`config.mk`:
```
export PLATFORM = sky130hd
export DESIGN_NAME = run_slice_line_point_generator_unit
export DESIGN_NICKNAME = d
export VERILOG_FILES = /design/src/sv/rsl_pkg.sv /design/src/sv/rsl_front.sv /design/src/sv/rsl_queue.sv /design/src/sv/rsl_back.sv /design/src/sv/run_slice_line_point_generator_unit.sv
export SDC_FILE = /design/constraint.sdc
export NUM_CORES = 1
export LEC_CHECK = 0
export BUFFER_PORTS_ARGS = -buffer_cell sky130_fd_sc_hd__buf_2
export CAP_MARGIN = 20
export CORE_ASPECT_RATIO = 1.5
export CORE_UTILIZATION = 50
export CTS_CLUSTER_SIZE = 40
export DETAILED_ROUTE_END_ITERATION = 10
export GPL_TIMING_DRIVEN = 0
export PLACE_DENSITY = 0.72
export SLEW_MARGIN = 10
export SYNTH_ARGS = -nofsm -noshare
export SYNTH_HDL_FRONTEND = slang
export SYNTH_SLANG_ARGS = --single-unit
```
`constraint.sdc`:
```
create_clock -name clk_i -period 9.4 [get_ports clk_i]
set_input_delay 2.35 -clock clk_i [delete_from_list [all_inputs] [get_ports clk_i]]
set_output_delay 2.35 -clock clk_i [all_outputs]
set_load 0.01 [all_outputs]
```
`src/sv/rsl_pkg.sv`:
```
// rsl_pkg: types and constants of the run-length slice line generator.
// Used by rsl_front and rsl_back; depends on nothing.
`timescale 1ns / 1ps
package rsl_pkg;

  typedef enum logic [2:0] {
    PH_IDLE   = 3'd0,
    PH_VERT   = 3'd1,
    PH_HORIZ  = 3'd2,
    PH_DIAG   = 3'd3,
    PH_FIRST  = 3'd4,
    PH_MIDDLE = 3'd5,
    PH_FINAL  = 3'd6
  } phase_e;

  typedef enum logic [1:0] {
    FS_IDLE = 2'd0,
    FS_DIV  = 2'd1,
    FS_PUSH = 2'd2
  } front_e;

  localparam logic FUNC_LOAD    = 1'b0;
  localparam logic FUNC_ADVANCE = 1'b1;

endpackage

```
`src/sv/rsl_front.sv`:
```
// rsl_front: accepts items, shifts and orders endpoints, runs the iterative
// divide for sloped lines and pushes a decoded command into the queue.
// Depends on rsl_pkg.
`timescale 1ns / 1ps
module rsl_front #(
  parameter int CB = 10
) (
  input  logic          clk_i,
  input  logic          rst_ni,
  input  logic          valid_i,
  output logic          ready_o,
  input  logic          func_i,
  input  logic [CB-1:0] x_start_i,
  input  logic [CB-1:0] y_start_i,
  input  logic [CB-1:0] x_end_i,
  input  logic [CB-1:0] y_end_i,
  input  logic [3:0]    intensity_i,
  output logic          cmd_valid_o,
  input  logic          cmd_ready_i,
  output logic [CB*5+9:0] cmd_o
);
  // cmd: {adv, ph[2:0], sx, sy, xn, ym, lvl, ws, rem, mnr} packed below
  localparam int CW = CB * 5 + 10;

  rsl_pkg::front_e st_q, st_d;
  logic [CB-1:0] x1_q, y1_q, dx_q, dy_q;
  logic xn_q, adv_q;
  logic [3:0] lvl_q;
  logic [CB-1:0] num_q, mnr_q;
  logic [CB:0]   rem_q;
  logic [$clog2(CB+1)-1:0] cnt_q;
  logic [2:0] ph_q;

  logic [CB-1:0] ax, ay, bx, by, x1, y1, x2, y2, dxr, dx, dy;
  logic sw, xn;
  logic [CB:0] rtry;
  logic [CB:0] ddx;
  logic [CB-1:0] maj, mnr;

  always_comb begin
    ax = x_start_i ^ {1'b1, {(CB-1){1'b0}}};
    ay = y_start_i ^ {1'b1, {(CB-1){1'b0}}};
    bx = x_end_i ^ {1'b1, {(CB-1){1'b0}}};
    by = y_end_i ^ {1'b1, {(CB-1){1'b0}}};
    sw = ay > by;
    x1 = sw ? bx : ax;
    y1 = sw ? by : ay;
    x2 = sw ? ax : bx;
    y2 = sw ? ay : by;
    ddx = {1'b0, x2} - {1'b0, x1};
    xn = ddx[CB];
    dxr = ddx[CB-1:0];
    dx = xn ? (~dxr + 1'b1) : dxr;
    dy = y2 - y1;
    maj = (dy > dx) ? dy : dx;
    mnr = (dy > dx) ? dx : dy;
    rtry = {rem_q[CB-1:0], num_q[CB-1]} - {1'b0, mnr_q};
  end

  always_ff @(posedge clk_i or negedge rst_ni) begin
    if (!rst_ni) begin
      st_q <= rsl_pkg::FS_IDLE;
    end else begin
      st_q <= st_d;
    end
  end

  always_comb begin
    st_d = st_q;
    ready_o = 1'b0;
    cmd_valid_o = 1'b0;
    unique case (st_q)
      rsl_pkg::FS_IDLE: begin
        ready_o = 1'b1;
        if (valid_i) begin
          if (func_i == rsl_pkg::FUNC_ADVANCE) st_d = rsl_pkg::FS_PUSH;
          else if (dx == '0 || dy == '0 || dx == dy) st_d = rsl_pkg::FS_PUSH;
          else st_d = rsl_pkg::FS_DIV;
        end
      end
      rsl_pkg::FS_DIV: begin
        if (cnt_q == '0) st_d = rsl_pkg::FS_PUSH;
      end
      rsl_pkg::FS_PUSH: begin
        cmd_valid_o = 1'b1;
        if (cmd_ready_i) st_d = rsl_pkg::FS_IDLE;
      end
      default: st_d = rsl_pkg::FS_IDLE;
    endcase
  end

  always_ff @(posedge clk_i) begin
    if (st_q == rsl_pkg::FS_IDLE && valid_i) begin
      adv_q <= func_i;
      x1_q <= x1;
      y1_q <= y1;
      dx_q <= dx;
      dy_q <= dy;
      xn_q <= xn;
      lvl_q <= intensity_i;
      num_q <= maj;
      mnr_q <= mnr;
      rem_q <= '0;
      cnt_q <= ($clog2(CB+1))'(CB - 1);
      if (dx == '0) ph_q <= 3'(rsl_pkg::PH_VERT);
      else if (dy == '0) ph_q <= 3'(rsl_pkg::PH_HORIZ);
      else if (dx == dy) ph_q <= 3'(rsl_pkg::PH_DIAG);
      else ph_q <= 3'(rsl_pkg::PH_FIRST);
    end else if (st_q == rsl_pkg::FS_DIV) begin
      // restoring divide, one quotient bit a cycle, quotient into num_q
      if (!rtry[CB]) begin
        rem_q <= rtry;
        num_q <= {num_q[CB-2:0], 1'b1};
      end else begin
        rem_q <= {rem_q[CB-1:0], num_q[CB-1]};
        num_q <= {num_q[CB-2:0], 1'b0};
      end
      cnt_q <= cnt_q - 1'b1;
    end
  end

  // for simple lines num_q holds the larger distance, rem_q is unused
  assign cmd_o = CW'({adv_q, ph_q, x1_q, y1_q, xn_q, (dy_q > dx_q), lvl_q,
                      num_q, rem_q[CB-1:0], mnr_q});
endmodule

```
`src/sv/rsl_queue.sv`:
```
// rsl_queue: two-entry queue between the front and back parts.
// Depends on nothing.
`timescale 1ns / 1ps
module rsl_queue #(
  parameter int W = 8
) (
  input  logic         clk_i,
  input  logic         rst_ni,
  input  logic         in_valid_i,
  output logic         in_ready_o,
  input  logic [W-1:0] in_data_i,
  output logic         out_valid_o,
  input  logic         out_ready_i,
  output logic [W-1:0] out_data_o
);
  logic [W-1:0] mem_q [2];
  logic wp_q, rp_q;
  logic [1:0] cnt_q;
  logic push, pop;

  assign in_ready_o = cnt_q != 2'd2;
  assign out_valid_o = cnt_q != 2'd0;
  assign out_data_o = mem_q[rp_q];
  assign push = in_valid_i && in_ready_o;
  assign pop = out_valid_o && out_ready_i;

  always_ff @(posedge clk_i or negedge rst_ni) begin
    if (!rst_ni) begin
      wp_q <= 1'b0;
      rp_q <= 1'b0;
      cnt_q <= 2'd0;
    end else begin
      if (push) wp_q <= ~wp_q;
      if (pop) rp_q <= ~rp_q;
      cnt_q <= cnt_q + {1'b0, push} - {1'b0, pop};
    end
  end

  always_ff @(posedge clk_i) begin
    if (push) mem_q[wp_q] <= in_data_i;
  end
endmodule

```
`src/sv/rsl_back.sv`:
```
// rsl_back: holds the line state, steps one point per cycle into an output
// register while advance commands arrive and it is not stalled. Depends on rsl_pkg.
`timescale 1ns / 1ps
module rsl_back #(
  parameter int CB = 10
) (
  input  logic          clk_i,
  input  logic          rst_ni,
  input  logic          cmd_valid_i,
  output logic          cmd_ready_o,
  input  logic [CB*5+9:0] cmd_i,
  output logic          valid_o,
  input  logic          ready_i,
  output logic [CB-1:0] point_x_o,
  output logic [CB-1:0] point_y_o,
  output logic [3:0]    point_intensity_o,
  output logic          last_point_o
);
  logic c_adv, c_xn, c_ym;
  logic [2:0] c_ph;
  logic [CB-1:0] c_x, c_y, c_ws, c_rem, c_mnr;
  logic [3:0] c_lvl;
  assign {c_adv, c_ph, c_x, c_y, c_xn, c_ym, c_lvl, c_ws, c_rem, c_mnr} = cmd_i;

  rsl_pkg::phase_e ph_q, ph_d;
  logic [CB-1:0] px_q, px_d, py_q, py_d, ws_q, ws_d, rl_q, rl_d, fl_q, fl_d;
  logic xn_q, xn_d, ym_q, ym_d;
  logic [CB:0] ea_q, ea_d, es_q, es_d, rp_q, rp_d;
  logic signed [CB+2:0] acc_q, acc_d;
  logic [3:0] lv_q, lv_d;
  logic ov_q, ov_d;
  logic [CB-1:0] ox_q, oy_q, ox_d, oy_d;
  logic [3:0] ol_q, ol_d;
  logic olast_q, olast_d;

  logic take;
  logic [CB-1:0] ipc, d;
  logic signed [CB+2:0] acc_t;

  assign cmd_ready_o = !ov_q || ready_i;
  assign take = cmd_valid_i && cmd_ready_o;
  assign valid_o = ov_q;
  assign point_x_o = ox_q;
  assign point_y_o = oy_q;
  assign point_intensity_o = ol_q;
  assign last_point_o = olast_q;

  function automatic logic [CB-1:0] stx(input logic [CB-1:0] x, input logic n);
    stx = n ? x - 1'b1 : x + 1'b1;
  endfunction

  always_comb begin
    ph_d = ph_q; px_d = px_q; py_d = py_q; ws_d = ws_q; rl_d = rl_q;
    fl_d = fl_q; xn_d = xn_q; ym_d = ym_q; ea_d = ea_q; es_d = es_q;
    rp_d = rp_q; acc_d = acc_q; lv_d = lv_q;
    ov_d = ov_q && !ready_i;
    ox_d = ox_q; oy_d = oy_q; ol_d = ol_q; olast_d = olast_q;
    ipc = '0; d = '0; acc_t = '0;
    if (take) begin
      if (c_adv == rsl_pkg::FUNC_LOAD) begin
        px_d = c_x; py_d = c_y; xn_d = c_xn; lv_d = c_lvl; ym_d = 1'b0;
        if (c_ph != 3'(rsl_pkg::PH_FIRST)) begin
          d = c_ws;
          if (d <= CB'(1)) begin
            ph_d = rsl_pkg::PH_IDLE; rp_d = '0;
          end else begin
            ph_d = rsl_pkg::phase_e'(c_ph); rp_d = {1'b0, d - 1'b1};
          end
        end else begin
          ym_d = c_ym;
          ws_d = c_ws;
          ea_d = {c_rem, 1'b0};
          es_d = {c_mnr, 1'b0};
          acc_d = $signed({3'b0, c_rem}) - $signed({2'b0, c_mnr, 1'b0})
                  + (c_ws[0] ? $signed({3'b0, c_mnr}) : '0);
          ipc = (c_ws >> 1) + 1'b1;
          fl_d = ipc;
          if (c_rem == '0 && !c_ws[0]) ipc = ipc - 1'b1;
          rl_d = c_mnr - 1'b1;
          ph_d = rsl_pkg::PH_FIRST;
          rp_d = {1'b0, ipc};
          if (ipc == '0) begin
            // empty first run: step minor axis and open the first middle run, or the final run if none
            if (c_ym) px_d = stx(c_x, c_xn);
            else py_d = c_y + 1'b1;
            if (rl_d != '0) begin
              rl_d = rl_d - 1'b1;
              acc_t = acc_d + $signed({2'b0, ea_d});
              rp_d = {1'b0, c_ws};
              if (acc_t > 0) begin
                rp_d = rp_d + 1'b1;
                acc_t = acc_t - $signed({2'b0, es_d});
              end
              acc_d = acc_t;
              ph_d = rsl_pkg::PH_MIDDLE;
            end else begin
              rp_d = {1'b0, fl_d};
              ph_d = rsl_pkg::PH_FINAL;
            end
          end
        end
      end else if (ph_q == rsl_pkg::PH_IDLE || rp_q == '0) begin
        ph_d = rsl_pkg::PH_IDLE;
      end else begin
        ov_d = 1'b1;
        ox_d = px_q; oy_d = py_q; ol_d = lv_q;
        olast_d = (ph_q != rsl_pkg::PH_FIRST && ph_q != rsl_pkg::PH_MIDDLE)
                  && rp_q == (CB+1)'(1);
        rp_d = rp_q - 1'b1;
        if (ph_q == rsl_pkg::PH_VERT || ph_q == rsl_pkg::PH_HORIZ ||
            ph_q == rsl_pkg::PH_DIAG) begin
          if (ph_q != rsl_pkg::PH_VERT) px_d = stx(px_q, xn_q);
          if (ph_q != rsl_pkg::PH_HORIZ) py_d = py_q + 1'b1;
          if (rp_d == '0) ph_d = rsl_pkg::PH_IDLE;
        end else begin
          if (ym_q) py_d = py_q + 1'b1;
          else px_d = stx(px_q, xn_q);
          if (rp_d == '0) begin
            if (ph_q == rsl_pkg::PH_FINAL) begin
              ph_d = rsl_pkg::PH_IDLE;
            end else begin
              if (ym_q) px_d = stx(px_q, xn_q);
              else py_d = py_q + 1'b1;
              if (rl_q != '0) begin
                rl_d = rl_q - 1'b1;
                acc_t = acc_q + $signed({2'b0, ea_q});
                rp_d = {1'b0, ws_q};
                if (acc_t > 0) begin
                  rp_d = rp_d + 1'b1;
                  acc_t = acc_t - $signed({2'b0, es_q});
                end
                acc_d = acc_t;
                ph_d = rsl_pkg::PH_MIDDLE;
              end else begin
                rp_d = {1'b0, fl_q};
                ph_d = rsl_pkg::PH_FINAL;
              end
            end
          end
        end
      end
    end
  end

  always_ff @(posedge clk_i or negedge rst_ni) begin
    if (!rst_ni) begin
      ph_q <= rsl_pkg::PH_IDLE;
      px_q <= '0; py_q <= '0; ws_q <= '0; rl_q <= '0; fl_q <= '0;
      xn_q <= 1'b0; ym_q <= 1'b0; ea_q <= '0; es_q <= '0; rp_q <= '0;
      acc_q <= '0; lv_q <= '0; ov_q <= 1'b0;
    end else begin
      ph_q <= ph_d;
      px_q <= px_d; py_q <= py_d; ws_q <= ws_d; rl_q <= rl_d; fl_q <= fl_d;
      xn_q <= xn_d; ym_q <= ym_d; ea_q <= ea_d; es_q <= es_d; rp_q <= rp_d;
      acc_q <= acc_d; lv_q <= lv_d; ov_q <= ov_d;
    end
  end

  always_ff @(posedge clk_i) begin
    ox_q <= ox_d; oy_q <= oy_d; ol_q <= ol_d; olast_q <= olast_d;
  end
endmodule

```
`src/sv/run_slice_line_point_generator_unit.sv`:
```
// Top level of the run-length slice line point generator.
// Depends on rsl_pkg, rsl_front, rsl_queue, rsl_back.
//
// channel | direction | fields
// in      | input     | func, x_start, y_start, x_end, y_end, intensity
// out     | output    | point_x, point_y, point_intensity, last_point
//
// An advance or simple load takes the front through accept and push; the point
// of an advance goes through the queue into the back's output register.
// A sloped load takes the front through accept, the divide steps of one
// quotient bit each, and the push. Reset clears control.
// The queue lets the front take items while the output register stalls, until its two entries are full.
`timescale 1ns / 1ps
module run_slice_line_point_generator_unit #(
  parameter int COORD_BITS = 10
) (
  input  logic                  clk_i,
  input  logic                  rst_ni,
  input  logic                  valid_i,
  output logic                  ready_o,
  input  logic                  func_i,
  input  logic [COORD_BITS-1:0] x_start_i,
  input  logic [COORD_BITS-1:0] y_start_i,
  input  logic [COORD_BITS-1:0] x_end_i,
  input  logic [COORD_BITS-1:0] y_end_i,
  input  logic [3:0]            intensity_i,
  output logic                  valid_o,
  input  logic                  ready_i,
  output logic [COORD_BITS-1:0] point_x_o,
  output logic [COORD_BITS-1:0] point_y_o,
  output logic [3:0]            point_intensity_o,
  output logic                  last_point_o
);
  localparam int CW = COORD_BITS * 5 + 10;

  logic f_valid, f_ready, b_valid, b_ready;
  logic [CW-1:0] f_cmd, b_cmd;

  rsl_front #(.CB(COORD_BITS)) u_front (
    .clk_i, .rst_ni, .valid_i, .ready_o, .func_i, .x_start_i, .y_start_i,
    .x_end_i, .y_end_i, .intensity_i,
    .cmd_valid_o(f_valid), .cmd_ready_i(f_ready), .cmd_o(f_cmd)
  );

  rsl_queue #(.W(CW)) u_queue (
    .clk_i, .rst_ni,
    .in_valid_i(f_valid), .in_ready_o(f_ready), .in_data_i(f_cmd),
    .out_valid_o(b_valid), .out_ready_i(b_ready), .out_data_o(b_cmd)
  );

  rsl_back #(.CB(COORD_BITS)) u_back (
    .clk_i, .rst_ni,
    .cmd_valid_i(b_valid), .cmd_ready_o(b_ready), .cmd_i(b_cmd),
    .valid_o, .ready_i, .point_x_o, .point_y_o, .point_intensity_o,
    .last_point_o
  );
endmodule
```
# Word level (Yosys, flattened, before mapping)
# Memory sizes are Yosys's and may differ from the RTL's.
# Cells that the tools add are included.
# word_totals
elab_cells	244
register_bits	218
ramBits	120
output_inout_bits	27
n_memories	1
input_bits	49
# op_classes
magnitude_cmp	6
n_mux	99
n_addsub	28
n_reduce_logical	39
eq_ne	26
bitwise_logic	10
# memory_table
memory	depth	width	read_ports	rd_ports_with_merged_regs	wr	line_no	source
u_queue.mem_q	2	60	1	0	1	rsl_queue.sv:16	logic [W-1:0] mem_q [2];
# op_table
op	n
$mux 10	49
$mux 13	11
$mux 11	11
$sub 10x1->10 const B	7
$add 10x1->10 const B	5
$logic_not 10->1	4
$gt 10x10->1	3
$mux 3	10
$add 13x12->13	2
$gt 13x1->1 const B	2
$sub 13x12->13	2
$add 10x1->11 const B	2
$logic_not 11->1	2
$reduce_bool 10->1	2
$ne 3x3->1 const B	6
$mux 2	8
$reduce_and 3->1	5
$ne 2x2->1 const B	7
$add 13x13->13	1
$sub 10x11->12	1
$eq 11x1->1 const B	1
$sub 10x10->11	1
$sub 11x1->11 const B	1
$sub 11x10->11	1
29 further kinds	64

# Depth between registers and ports, before layout
# Gate-level depths: netlist (run 1).
# logic_depth
ltp_word	14
ltp_mapped	38
depth_no_buf	33

# Modules after synthesis
# A second synthesis (run 1) with hierarchy kept.
# unflattened
cells_unflattened	2351
hier_area_um2	23198.5
# modules_own_cells
mod	area_per_inst_um2	n_inst	seq_area_each_um2	cells_each
rsl_back	11913.9	1	3353.2	1453
rsl_front	6453.7	1	2402.3	694
rsl_queue	4830.9	1	3703.6	204

# Worst setup path after synthesis (run 1)
# No wires, ideal clock.
# synth_path
path_kind	input to register
from	input port y_end_i[6]
to	register u_front.num_q[5] (data pin)
setup_time_ns	0.267
n_path_buf	5
t_required_ns	9.133
cell_stages	35
arrival_time_ns	8.275
slack_ns	0.857
cell_sequence	inv_1 -> ha_1 -> buf_2 -> nand4_1 -> o41ai_2 -> a21o_1 -> buf_4 -> clkbuf_1 -> nor2_1 -> a21oi_1 -> ha_1 -> nor2_1 -> mux2_4 -> o221ai_2 -> o221ai_1 -> a21oi_2 -> inv_2 -> o21ai_0 -> inv_1 -> ha_1 -> nor2b_1 -> o21a_1 -> o21a_1 -> o21a_1 -> o21a_1 -> o21a_1 -> o21a_1 -> o21a_1 -> o21a_1 -> o21bai_1 -> clkbuf_1 -> clkbuf_1 -> nand2_1 -> o21ai_0 -> o21ai_0
# synth_between
elab_cells_between_ends	13
cone_classes	add/sub (3); order compare (2); mux (7); bitwise (1)
# synth_lines
element	line_no	source
from (decl)	run_slice_line_point_generator_unit.sv:25	input logic [COORD_BITS-1:0] y_end_i,
$gt 10x10->1 *	rsl_front.sv:45	sw = ay > by;
$mux 10, on equally long branches	rsl_front.sv:48, rsl_front.sv:46	
$sub 10x10->11 *	rsl_front.sv:50	ddx = {1'b0, x2} - {1'b0, x1};
named net u_front.ddx[10]	rsl_front.sv:37	logic [CB:0] ddx;
$mux 10 *	rsl_front.sv:53	dx = xn ? (~dxr + 1'b1) : dxr;
named net u_front.dx[1]	rsl_front.sv:34	logic [CB-1:0] ax, ay, bx, by, x1, y1, x2, y2, dxr, dx, dy;
$gt 10x10->1 *	rsl_front.sv:55	maj = (dy > dx) ? dy : dx;
$mux 10 *	rsl_front.sv:55	
$mux 10 *	rsl_front.sv:93	if (st_q == rsl_pkg::FS_IDLE && valid_i) begin
to (signal assigned)	rsl_front.sv:101	num_q <= maj;
to (signal assigned)	rsl_front.sv:113	num_q <= {num_q[CB-2:0], 1'b1};
to (signal assigned)	rsl_front.sv:116	num_q <= {num_q[CB-2:0], 1'b0};
to (decl)	rsl_front.sv:29	logic [CB-1:0] num_q, mnr_q;
# Mark *: on every way through the listed nets, which the timed path passes. The rest lies on a longest branch.
# A chain may end at the register's enable or synchronous reset.

# Worst setup path after layout (run 1)
# layout_path
from	input port y_end_i[6]
to	register u_front.num_q[0] (data pin)
# The elaborated chain is that of the path after synthesis.

==> flow_metrics.tcl, run 1 <==
set metrics [dict create \
    m1WireLength_mm 22.42 \
    cp_num_buf_inv 8 \
    rows 93 \
    dieHeight_um 257.8 \
    syn_nets 2461 \
    grt_max_degree 61 \
    top_layer "met4" \
    drv_cap 0 \
    drt-pass1-iter-count 8 \
    antenna_found_initial 0 \
    synth_ff_type "edfxtp_1" \
    drtIter0Drc 1199 \
    cts_root_buffer "clkbuf_16" \
    cp-end-kind "flip-flop" \
    final_common_cell "nand2_1" \
    yosys_warnings 0 \
    clock_path_buffers 3 \
    hold_violations 0 \
    yosysTopAreaCell "edfxtp_1" \
    grt_overflow 0 \
    synthSimpleGateAreaFrac 0.1525 \
    start_kind "input pin" \
    synth_compound_area_frac 0.1701 \
    die_x_um 172.5 \
    num_vias 17554 \
    skew_ns 0.01801 \
    synth-edff-count 214 \
    ant_nets 0 \
    final_cell_mix "242 x nand2_1, 214 x edfxtp_1, 194 x o21ai_0" \
    dp_hpwl_mm 43.40 \
    wl_per_cell_um 18.97 \
    cpPeakStageDelay_ns 0.54 \
    synthArstFlopShare 0.3254 \
    synth_top_area_frac 0.2946 \
    drcViolationCount 0 \
    cts_tree "built" \
    fp.dieArea_mm2 0.04448 \
    grt_setup_unrepaired "false" \
    dr_wl_met2_mm 29.08 \
    slew_violations 0 \
    slowest_stage "o41ai_2" \
    wl_met3_mm 2.292 \
    globalplace.congestion 0.9663 \
    grt_first_pass_wirelength_mm 89.15 \
    fin_crit_ns 8.817 \
    placed_cell_area_mm2 0.02302 \
    synth_cell_type_count 91 \
    clkSinkCount 338 \
    synthTopCellsByArea "edfxtp_1 29%, dfrtp_1 13%, ha_1 8.2%" \
    setup_tns_ns 0 \
    netlist_area_mm2 0.02181 \
    numPortBuffers 73 \
    ys_ff_latch 338 \
    synth_top_family_by_area "compound AO/OA/AOI/OAI gates" \
    path_class "in2reg" \
    grt_use_total 0.2508 \
    ios 76 \
    start_util 0.5080 \
    syn_inst 2260 \
    path_max_fanout 18 \
    slew_headroom 0.2086 \
    period_share 0.9380 \
    pre_cts_ws_ns -0.4119 \
    htree_levels 2 \
    insertion_delay_ns 0.54 \
    synth_xor_area_frac 0.05926 \
    crit_top_cell "o21a_1" \
    synth_fa_ha_area_frac 0.09356 \
    avgSynthCellArea_um2 9.651 \
    finalSetupViolations 0 \
    post-cts-setup-buffers 0 \
    n_antenna_cell 0 \
    hp-class "reg2reg" \
    arrival_ns 9.19 \
    worst_pin_slew_ns 1.180 \
    cts_inserted_buffers 35 \
    status "finished clean" \
    synthMuxAreaShare 0.05243 \
    fin_ws_ns 0.5826 \
    grt_pass1_vias 17335 \
    core-area_mm2 0.04294 \
    placedCellCount 2910 \
    required_ns 9.77 \
    wl_mm 56.43 \
    critical-path-top-delay-family "compound AO/OA/AOI/OAI gates" \
    yosysSeqAreaShare 0.4337 \
    finalInstanceArea_mm2 0.02427 \
    drive_above_1_share 0.09443 \
    fin_nets 2579 \
    timing.fmax_mhz 113.4 \
    fin_cells 2974 \
    path_clk_slew_ns 0.06 \
    avgViaCountPerCell 5.902 \
    syn2layout_area_growth_pct 11.27 \
    n_fill_cell 3764 \
]
## registers in the layout (all words and copies together), names as in the netlist, 10 cells and up
name / count
u_back.px_q: 10
u_front.rem_q: 10
u_back.es_q: 10
u_back.ea_q: 10
u_front.dx_q: 10
u_queue.mem_q: 120
u_front.mnr_q: 10
u_front.dy_q: 10
u_back.rp_q: 11
u_back.fl_q: 10
u_back.py_q: 10
u_back.point_y_o: 10
u_front.num_q: 10
u_back.acc_q: 13
u_back.ws_q: 10
u_front.y1_q: 10
u_front.x1_q: 10
u_back.point_x_o: 10
u_back.rl_q: 10
## final cells by class
cell class,instances,area [µm²],area share
Multi-Input combinational cell,1711,11530,0.4753
Sequential cell,338,9459,0.3898
Clock buffer,45,1007,0.04150
Tap cell,570,713.2,0.02939
Timing Repair Buffer,84,529.3,0.02181
Inverter,141,529.3,0.02181
Buffer,67,301.5,0.01242
Clock inverter,18,195.2,0.008042
## worst paths after layout
path	start	endpoint	slack (ns)	cells past startpoint
max in group asynchronous	rst_ni	u_back.ph_q[0]	6.92	2
max	y_end_i[6]	u_front.num_q[0]	0.58	34
max reg2reg	u_queue.rp_q	u_back.rp_q[1]	0.88	34
min reg2reg	u_front.lvl_q[2]	u_queue.mem_q[1][32]	0.44	0
min in group asynchronous	rst_ni	u_back.acc_q[12]	1.75	1
min	u_front.lvl_q[2]	u_queue.mem_q[1][32]	0.44	0
## worst reg2reg max path: cells and delay by family, from the launching register on
family,cells,cell delay [ns]
AOI/OAI and AO/OA,11,2.59
buffers and inverters,9,2.21
adders and majority gates,4,1.33
muxes,2,0.82
and+or+nand+nor,6,0.76
xor gates and xnor gates,2,0.36
DFF,1,0.33
## cell families (layout without fill, tap and decap cells)
family / Yosys count / in the layout
muxes: 108 / 108
xor gates and xnor gates: 145 / 145
AOI/OAI and AO/OA: 592 / 592
adders and majority gates: 159 / 159
DFF: 338 / 338
buffers and inverters: 211 / 355
and+or+nand+nor: 707 / 707
## per-layer routing
metal | vias to the layer above | global-route usage
li1 | 8441 | -
met1 | 8492 | 0.2845
met2 | 482 | 0.4654
met3 | 139 | 0.02709
met4 | 0 | 0.1238
met5 | - | 0
## through the flow
step / utilization / hold slack (ns)
finish: 0.5652 / 0.4399
global placement: 0.5331 / 0.4237
detailed placement: 0.5362 / 0.4315
CTS: 0.5642 / 0.4419
global route: 0.5652 / 0.4512
floorplan: - / 0.4215
## timing repair
| action | CTS | global route |
|---|---|---|
| hold buffers | 0 | 0 |
| gates resized for setup | 1 | 3 |
| endpoints found under the setup margin | 14 | 36 |
| hold endpoints to repair | 0 | 0 |
## synthesized netlist by cell type (45+ instances only)
cell and instances:
nor2_1 181, xor2_1 46, o21ai_0 194, inv_1 137
edfxtp_1 214, dfrtp_1 110, a21oi_1 127, ha_1 143
mux2i_1 67, xnor2_1 96, nand2_1 242, clkbuf_1 49
nor3_1 45
Power of run 1 is not shown: default switching activity piles up to over one toggle a cycle in this logic, so the estimate is an artifact.
==> run 2: changes to the inputs <==
- ABC_AREA: not set -> 1
==> run 2 against run 1 <==
- final cell count is 22% higher
- count of clock-buffer cells in the layout fell by 3
- first-iteration DRC count is 14% higher
- highest routed layer unchanged
- non-clock buffer count down 1
- synthesized cell count increased by 28%
- critical path depth shrank 6
- sequential cell count unchanged
- final area grew 4.3%
- core utilization decreased by 0.18 points
- area after synthesis rose by 4.8%
- worst hold slack gained 0.0030 ns
==> flow_metrics.tcl, run 2 <==
set metrics [dict create \
    ios 76 \
    fin_crit_ns 7.641 \
    dieHeight_um 263.9 \
    synthSimpleGateAreaFrac 0.2447 \
    drive_above_1_share 0.08435 \
    hp-class "reg2reg" \
    crit_top_cell "inv_1" \
    grt_max_degree 83 \
    cp_num_buf_inv 10 \
    synth-edff-count 214 \
    grt_pass1_vias 19382 \
    slew_violations 0 \
    slowest_stage "o21ai_0" \
    post-cts-setup-buffers 0 \
    num_vias 19925 \
    die_x_um 176.6 \
    synth_top_area_frac 0.2810 \
    wl_mm 62.45 \
    slew_headroom 0.2644 \
    ys_ff_latch 338 \
    insertion_delay_ns 0.54 \
    cp.depth 28 \
    cts_resized 0 \
    regMostFlops "u_queue.mem_q" \
    status "finished clean" \
    antenna_found_initial 0 \
    cts_tree "built" \
    cts_inserted_buffers 35 \
    dp_hpwl_mm 49.35 \
    synth_top_family_by_area "simple AND/OR/NAND/NOR gates" \
    cts_root_buffer "clkbuf_16" \
    wl_per_cell_um 17.27 \
    syn_inst 2889 \
    yosysTopAreaCell "edfxtp_1" \
    skew_ns 0.01667 \
    drcViolationCount 0 \
    yosysSeqAreaShare 0.4136 \
    worst_pin_slew_ns 1.092 \
    setup_tns_ns 0 \
    final_cell_mix "712 x nand2_1, 376 x inv_1, 226 x nor2_1" \
    ys_top_cells_by_count "712 x nand2_1, 376 x inv_1, 230 x nor2_1" \
    synthMuxAreaShare 0.004377 \
    required_ns 9.68 \
    grt_first_pass_wirelength_mm 99.62 \
    synthArstFlopShare 0.3254 \
    drtIter0Drc 1363 \
    fp.dieArea_mm2 0.04661 \
    clock_path_buffers 3 \
    globalplace.congestion 0.9713 \
    largest_reg_flops 120 \
    timing.fmax_mhz 130.9 \
    avgViaCountPerCell 5.509 \
    htree_levels 2 \
    rrSetupSlack_ns 2.67 \
    finalSetupViolations 0 \
    period_share 0.8128 \
    clkSinkCount 338 \
    arrival_ns 7.92 \
    yosys_warnings 0 \
    rows 95 \
    fin_nets 3210 \
    reg2reg_depth 31 \
    grt_overflow 0 \
    n_antenna_cell 0 \
    hold_violations 0 \
    synth_cell_type_count 66 \
    path_clk_slew_ns 0.06 \
    synth_compound_area_frac 0.1236 \
    grt_setup_unrepaired "false" \
    syn2layout_area_growth_pct 10.71 \
    avgSynthCellArea_um2 7.916 \
    reg_top3 "u_queue.mem_q (120), u_back.acc_q (13), u_back.rp_q (11)" \
    path_max_fanout 10 \
    fin_ws_ns 1.759 \
    fin_util 0.5635 \
    drt-pass1-iter-count 6 \
    netlist_area_mm2 0.02287 \
    synth_xor_area_frac 0.04766 \
    hold_ws_ns 0.4429 \
    postCtsHoldBufs 0 \
    final_common_cell "nand2_1" \
    cp-end-kind "flip-flop" \
    ant_nets 0 \
    synthTopCellsByArea "edfxtp_1 28%, dfrtp_1 12%, nand2_1 12%" \
    n_fill_cell 4170 \
    syn_nets 3090 \
    synth_ff_type "edfxtp_1" \
    synth_fa_ha_area_frac 0.08612 \
    yosysMostFrequentCell "nand2_1" \
    numPortBuffers 75 \
    drv_cap 0 \
    path_class "in2reg" \
    core-area_mm2 0.04493 \
    cpPeakStageDelay_ns 0.86 \
    min_path_cells 0 \
    pre_cts_ws_ns 1.314 \
    start_kind "input pin" \
    grt_use_total 0.2709 \
    critical-path-top-delay-family "simple AND/OR/NAND/NOR gates" \
    start_util 0.5090 \
]
## run 2: worst register-to-register path, delay by kind of cell, from the launching register on
| family | cells | cell delay, ns |
|---|---|---|
| xor+xnor | 2 | 0.48 |
| flops | 1 | 0.41 |
| simple gates | 14 | 1.62 |
| fa+ha+maj | 4 | 1.57 |
| buf+inv | 4 | 0.75 |
| compound gates | 7 | 1.79 |
## run 2: kinds of logic after synthesis
logic type	after synthesis
AOI/OAI and AO/OA	510
xor gates and xnor gates	121
adders and majority gates	152
buffers and inverters	463
DFF	338
and+or+nand+nor	1297
muxes	8
## run 2: path summary, 6_finish.rpt
check	startpoint	to
max in group asynchronous	rst_ni	u_back.px_q[4]
setup / recovery	y_start_i[0]	u_front.num_q[6]
setup reg to reg	u_queue.rp_q	u_back.acc_q[10]
min in group asynchronous	rst_ni	u_back.acc_q[2]
hold reg to reg	u_front.y1_q[4]	u_queue.mem_q[0][40]
hold / removal	u_front.y1_q[4]	u_queue.mem_q[0][40]
## run 2: layout make-up
class / count / area (µm²) / share of cell area
clock buffers: 42 / 933.4 / 0.03687
flip-flops and latches: 338 / 9459 / 0.3736
clock inverters: 21 / 219.0 / 0.008649
inverters: 396 / 1489 / 0.05881
multi-input cells: 2088 / 11610 / 0.4585
repair buffers: 83 / 543.0 / 0.02145
plain buffers: 67 / 337.8 / 0.01334
well taps: 582 / 728.2 / 0.02876
## run 2: per-stage QoR
step                instances  instance area (µm²)
global route             3617                25320
global placement         3546                23970
finish                   3617                25320
detailed placement       3554                24160
floorplan                2889                22870
CTS                      3617                25320
## run 2: metal layers
layer  up-vias  global-route usage  share of wire
li1       9847                   -              -
met3       142             0.02432          0.043
met2       576              0.4946           0.52
met5         -                   0              0
met4         0              0.1191          0.041
met1      9360              0.3185           0.40
Power of run 2 is left out for the same reason.
==> run 3: changes to the inputs <==
- PLACE_DENSITY: 0.72 -> 0.75
- clock period: 9.4 -> 6.55 ns (I/O delays scaled with it)
==> run 3 against run 2 <==
- sequential cell count is the same
- final area grew 0.66%
- sequential share of layout area shrank 0.25 points
- count of clock-buffer cells in the layout shrank 3
- critical path depth grew 3
- worst setup slack lost 1.4 ns
==> flow_metrics.tcl, run 3 (synthesized netlist as in run 2, its figures left out) <==
set metrics [dict create \
    status "finished clean" \
    core-area_mm2 0.04493 \
    finalSetupViolations 0 \
    fp.dieArea_mm2 0.04661 \
    skew_ns 0.01963 \
    wl_per_cell_um 17.19 \
    path_max_fanout 10 \
    grt_first_pass_wirelength_mm 98.92 \
    slew_violations 0 \
    htree_levels 1 \
    path_class "in2reg" \
    slew_headroom 0.3289 \
    ant_nets 0 \
    clock_path_buffers 3 \
    final_cell_mix "709 x nand2_1, 374 x inv_1, 226 x nor2_1" \
    grt_use_total 0.2677 \
    ios 76 \
    arrival_ns 6.51 \
    regMostFlops "u_queue.mem_q" \
    grt_pass1_vias 19326 \
    rows 95 \
    cp-end-kind "flip-flop" \
    globalplace.congestion 0.9831 \
    final_common_cell "nand2_1" \
    pre_cts_ws_ns -0.8501 \
    drive_above_1_share 0.09151 \
    period_share 0.9419 \
    cpPeakStageDelay_ns 0.38 \
    syn2layout_area_growth_pct 11.44 \
    drtIter0Drc 1441 \
    slowest_stage "ha_2" \
    required_ns 6.89 \
    n_antenna_cell 0 \
    hp-class "reg2reg" \
    fin_nets 3214 \
    worst_pin_slew_ns 0.9787 \
    hold_ws_ns 0.4447 \
    dieHeight_um 263.9 \
    dp_hpwl_mm 49.03 \
    cp_num_buf_inv 11 \
    path_clk_slew_ns 0.06 \
    largest_reg_flops 120 \
    wl_mm 62.23 \
    hold_violations 0 \
    die_x_um 176.6 \
    insertion_delay_ns 0.59 \
    fin_util 0.5672 \
    grt_overflow 0 \
    timing.fmax_mhz 162.1 \
    reg_top3 "u_queue.mem_q (120), u_back.acc_q (13), u_back.rp_q (11)" \
    fin_crit_ns 6.169 \
    clkSinkCount 338 \
    rrSetupSlack_ns 0.40 \
    crit_top_cell "nand2_1" \
    drv_cap 0 \
    critical-path-top-delay-family "simple AND/OR/NAND/NOR gates" \
    numPortBuffers 75 \
    antenna_found_initial 0 \
    avgViaCountPerCell 5.503 \
    cts_tree "built" \
    num_vias 19920 \
    grt_max_degree 81 \
    n_fill_cell 4128 \
    cts_root_buffer "clkbuf_16" \
    cts_inserted_buffers 31 \
    start_util 0.5090 \
    drcViolationCount 0 \
    fin_ws_ns 0.3806 \
    drt-pass1-iter-count 6 \
    start_kind "input pin" \
]
## run 3: cell types whose count changed in the layout (fill, tap and decap cells not counted), sizes merged
cell,previous run,this run
buf,104,112
clkinvlp,3,4
bufinv,3,5
clkbuf,88,85
clkinv,20,14
inv,391,392
## run 3: cell type report
| class | instances | area (µm²) | share of cell area |
|---|---|---|---|
| sequential | 338 | 9459 | 0.3712 |
| clock buffer | 39 | 889.6 | 0.03491 |
| timing repair buffer | 91 | 610.6 | 0.02396 |
| inverter | 396 | 1493 | 0.05857 |
| buffer | 67 | 342.8 | 0.01345 |
| clock inverter | 19 | 264.0 | 0.01036 |
| tap | 582 | 728.2 | 0.02857 |
| multi-input combinational | 2088 | 11700 | 0.4590 |
## run 3: timing repair
item	in CTS	in global routing
resized for setup	5	25
setup buffers	0	8
hold buffers	0	0
setup endpoints to repair	19	35
pin swaps	0	6
## run 3: per-layer routing
metal  up-vias  global-route usage  wire, µm
li1       9856                   -         -
met1      9410              0.3196     25100
met2       522              0.4898     32470
met3       132             0.02029      2287
met4         0              0.1097      2371
met5         -                   0         0
## run 3: path summary, 6_finish.rpt
path	startpoint	end	cells past startpoint
setup / recovery	y_start_i[0]	u_front.mnr_q[7]	31
hold reg to reg	u_front.y1_q[2]	u_queue.mem_q[0][38]	0
hold / removal	u_front.y1_q[2]	u_queue.mem_q[0][38]	0
setup reg to reg	u_queue.rp_q	u_back.acc_q[11]	35
min in group asynchronous	rst_ni	u_back.acc_q[2]	1
max in group asynchronous	rst_ni	u_back.ph_q[2]	2
## run 3: stage by stage
stage | instances | setup TNS [ns] | area [µm²]
detailed placement | 3554 | -14.96 | 24170
global route | 3620 | -0.02527 | 25480
CTS | 3612 | 0 | 25340
floorplan | 2889 | 0 | 22870
finish | 3620 | 0 | 25480
global placement | 3546 | -41.08 | 23970
Power of run 3 is left out for the same reason.
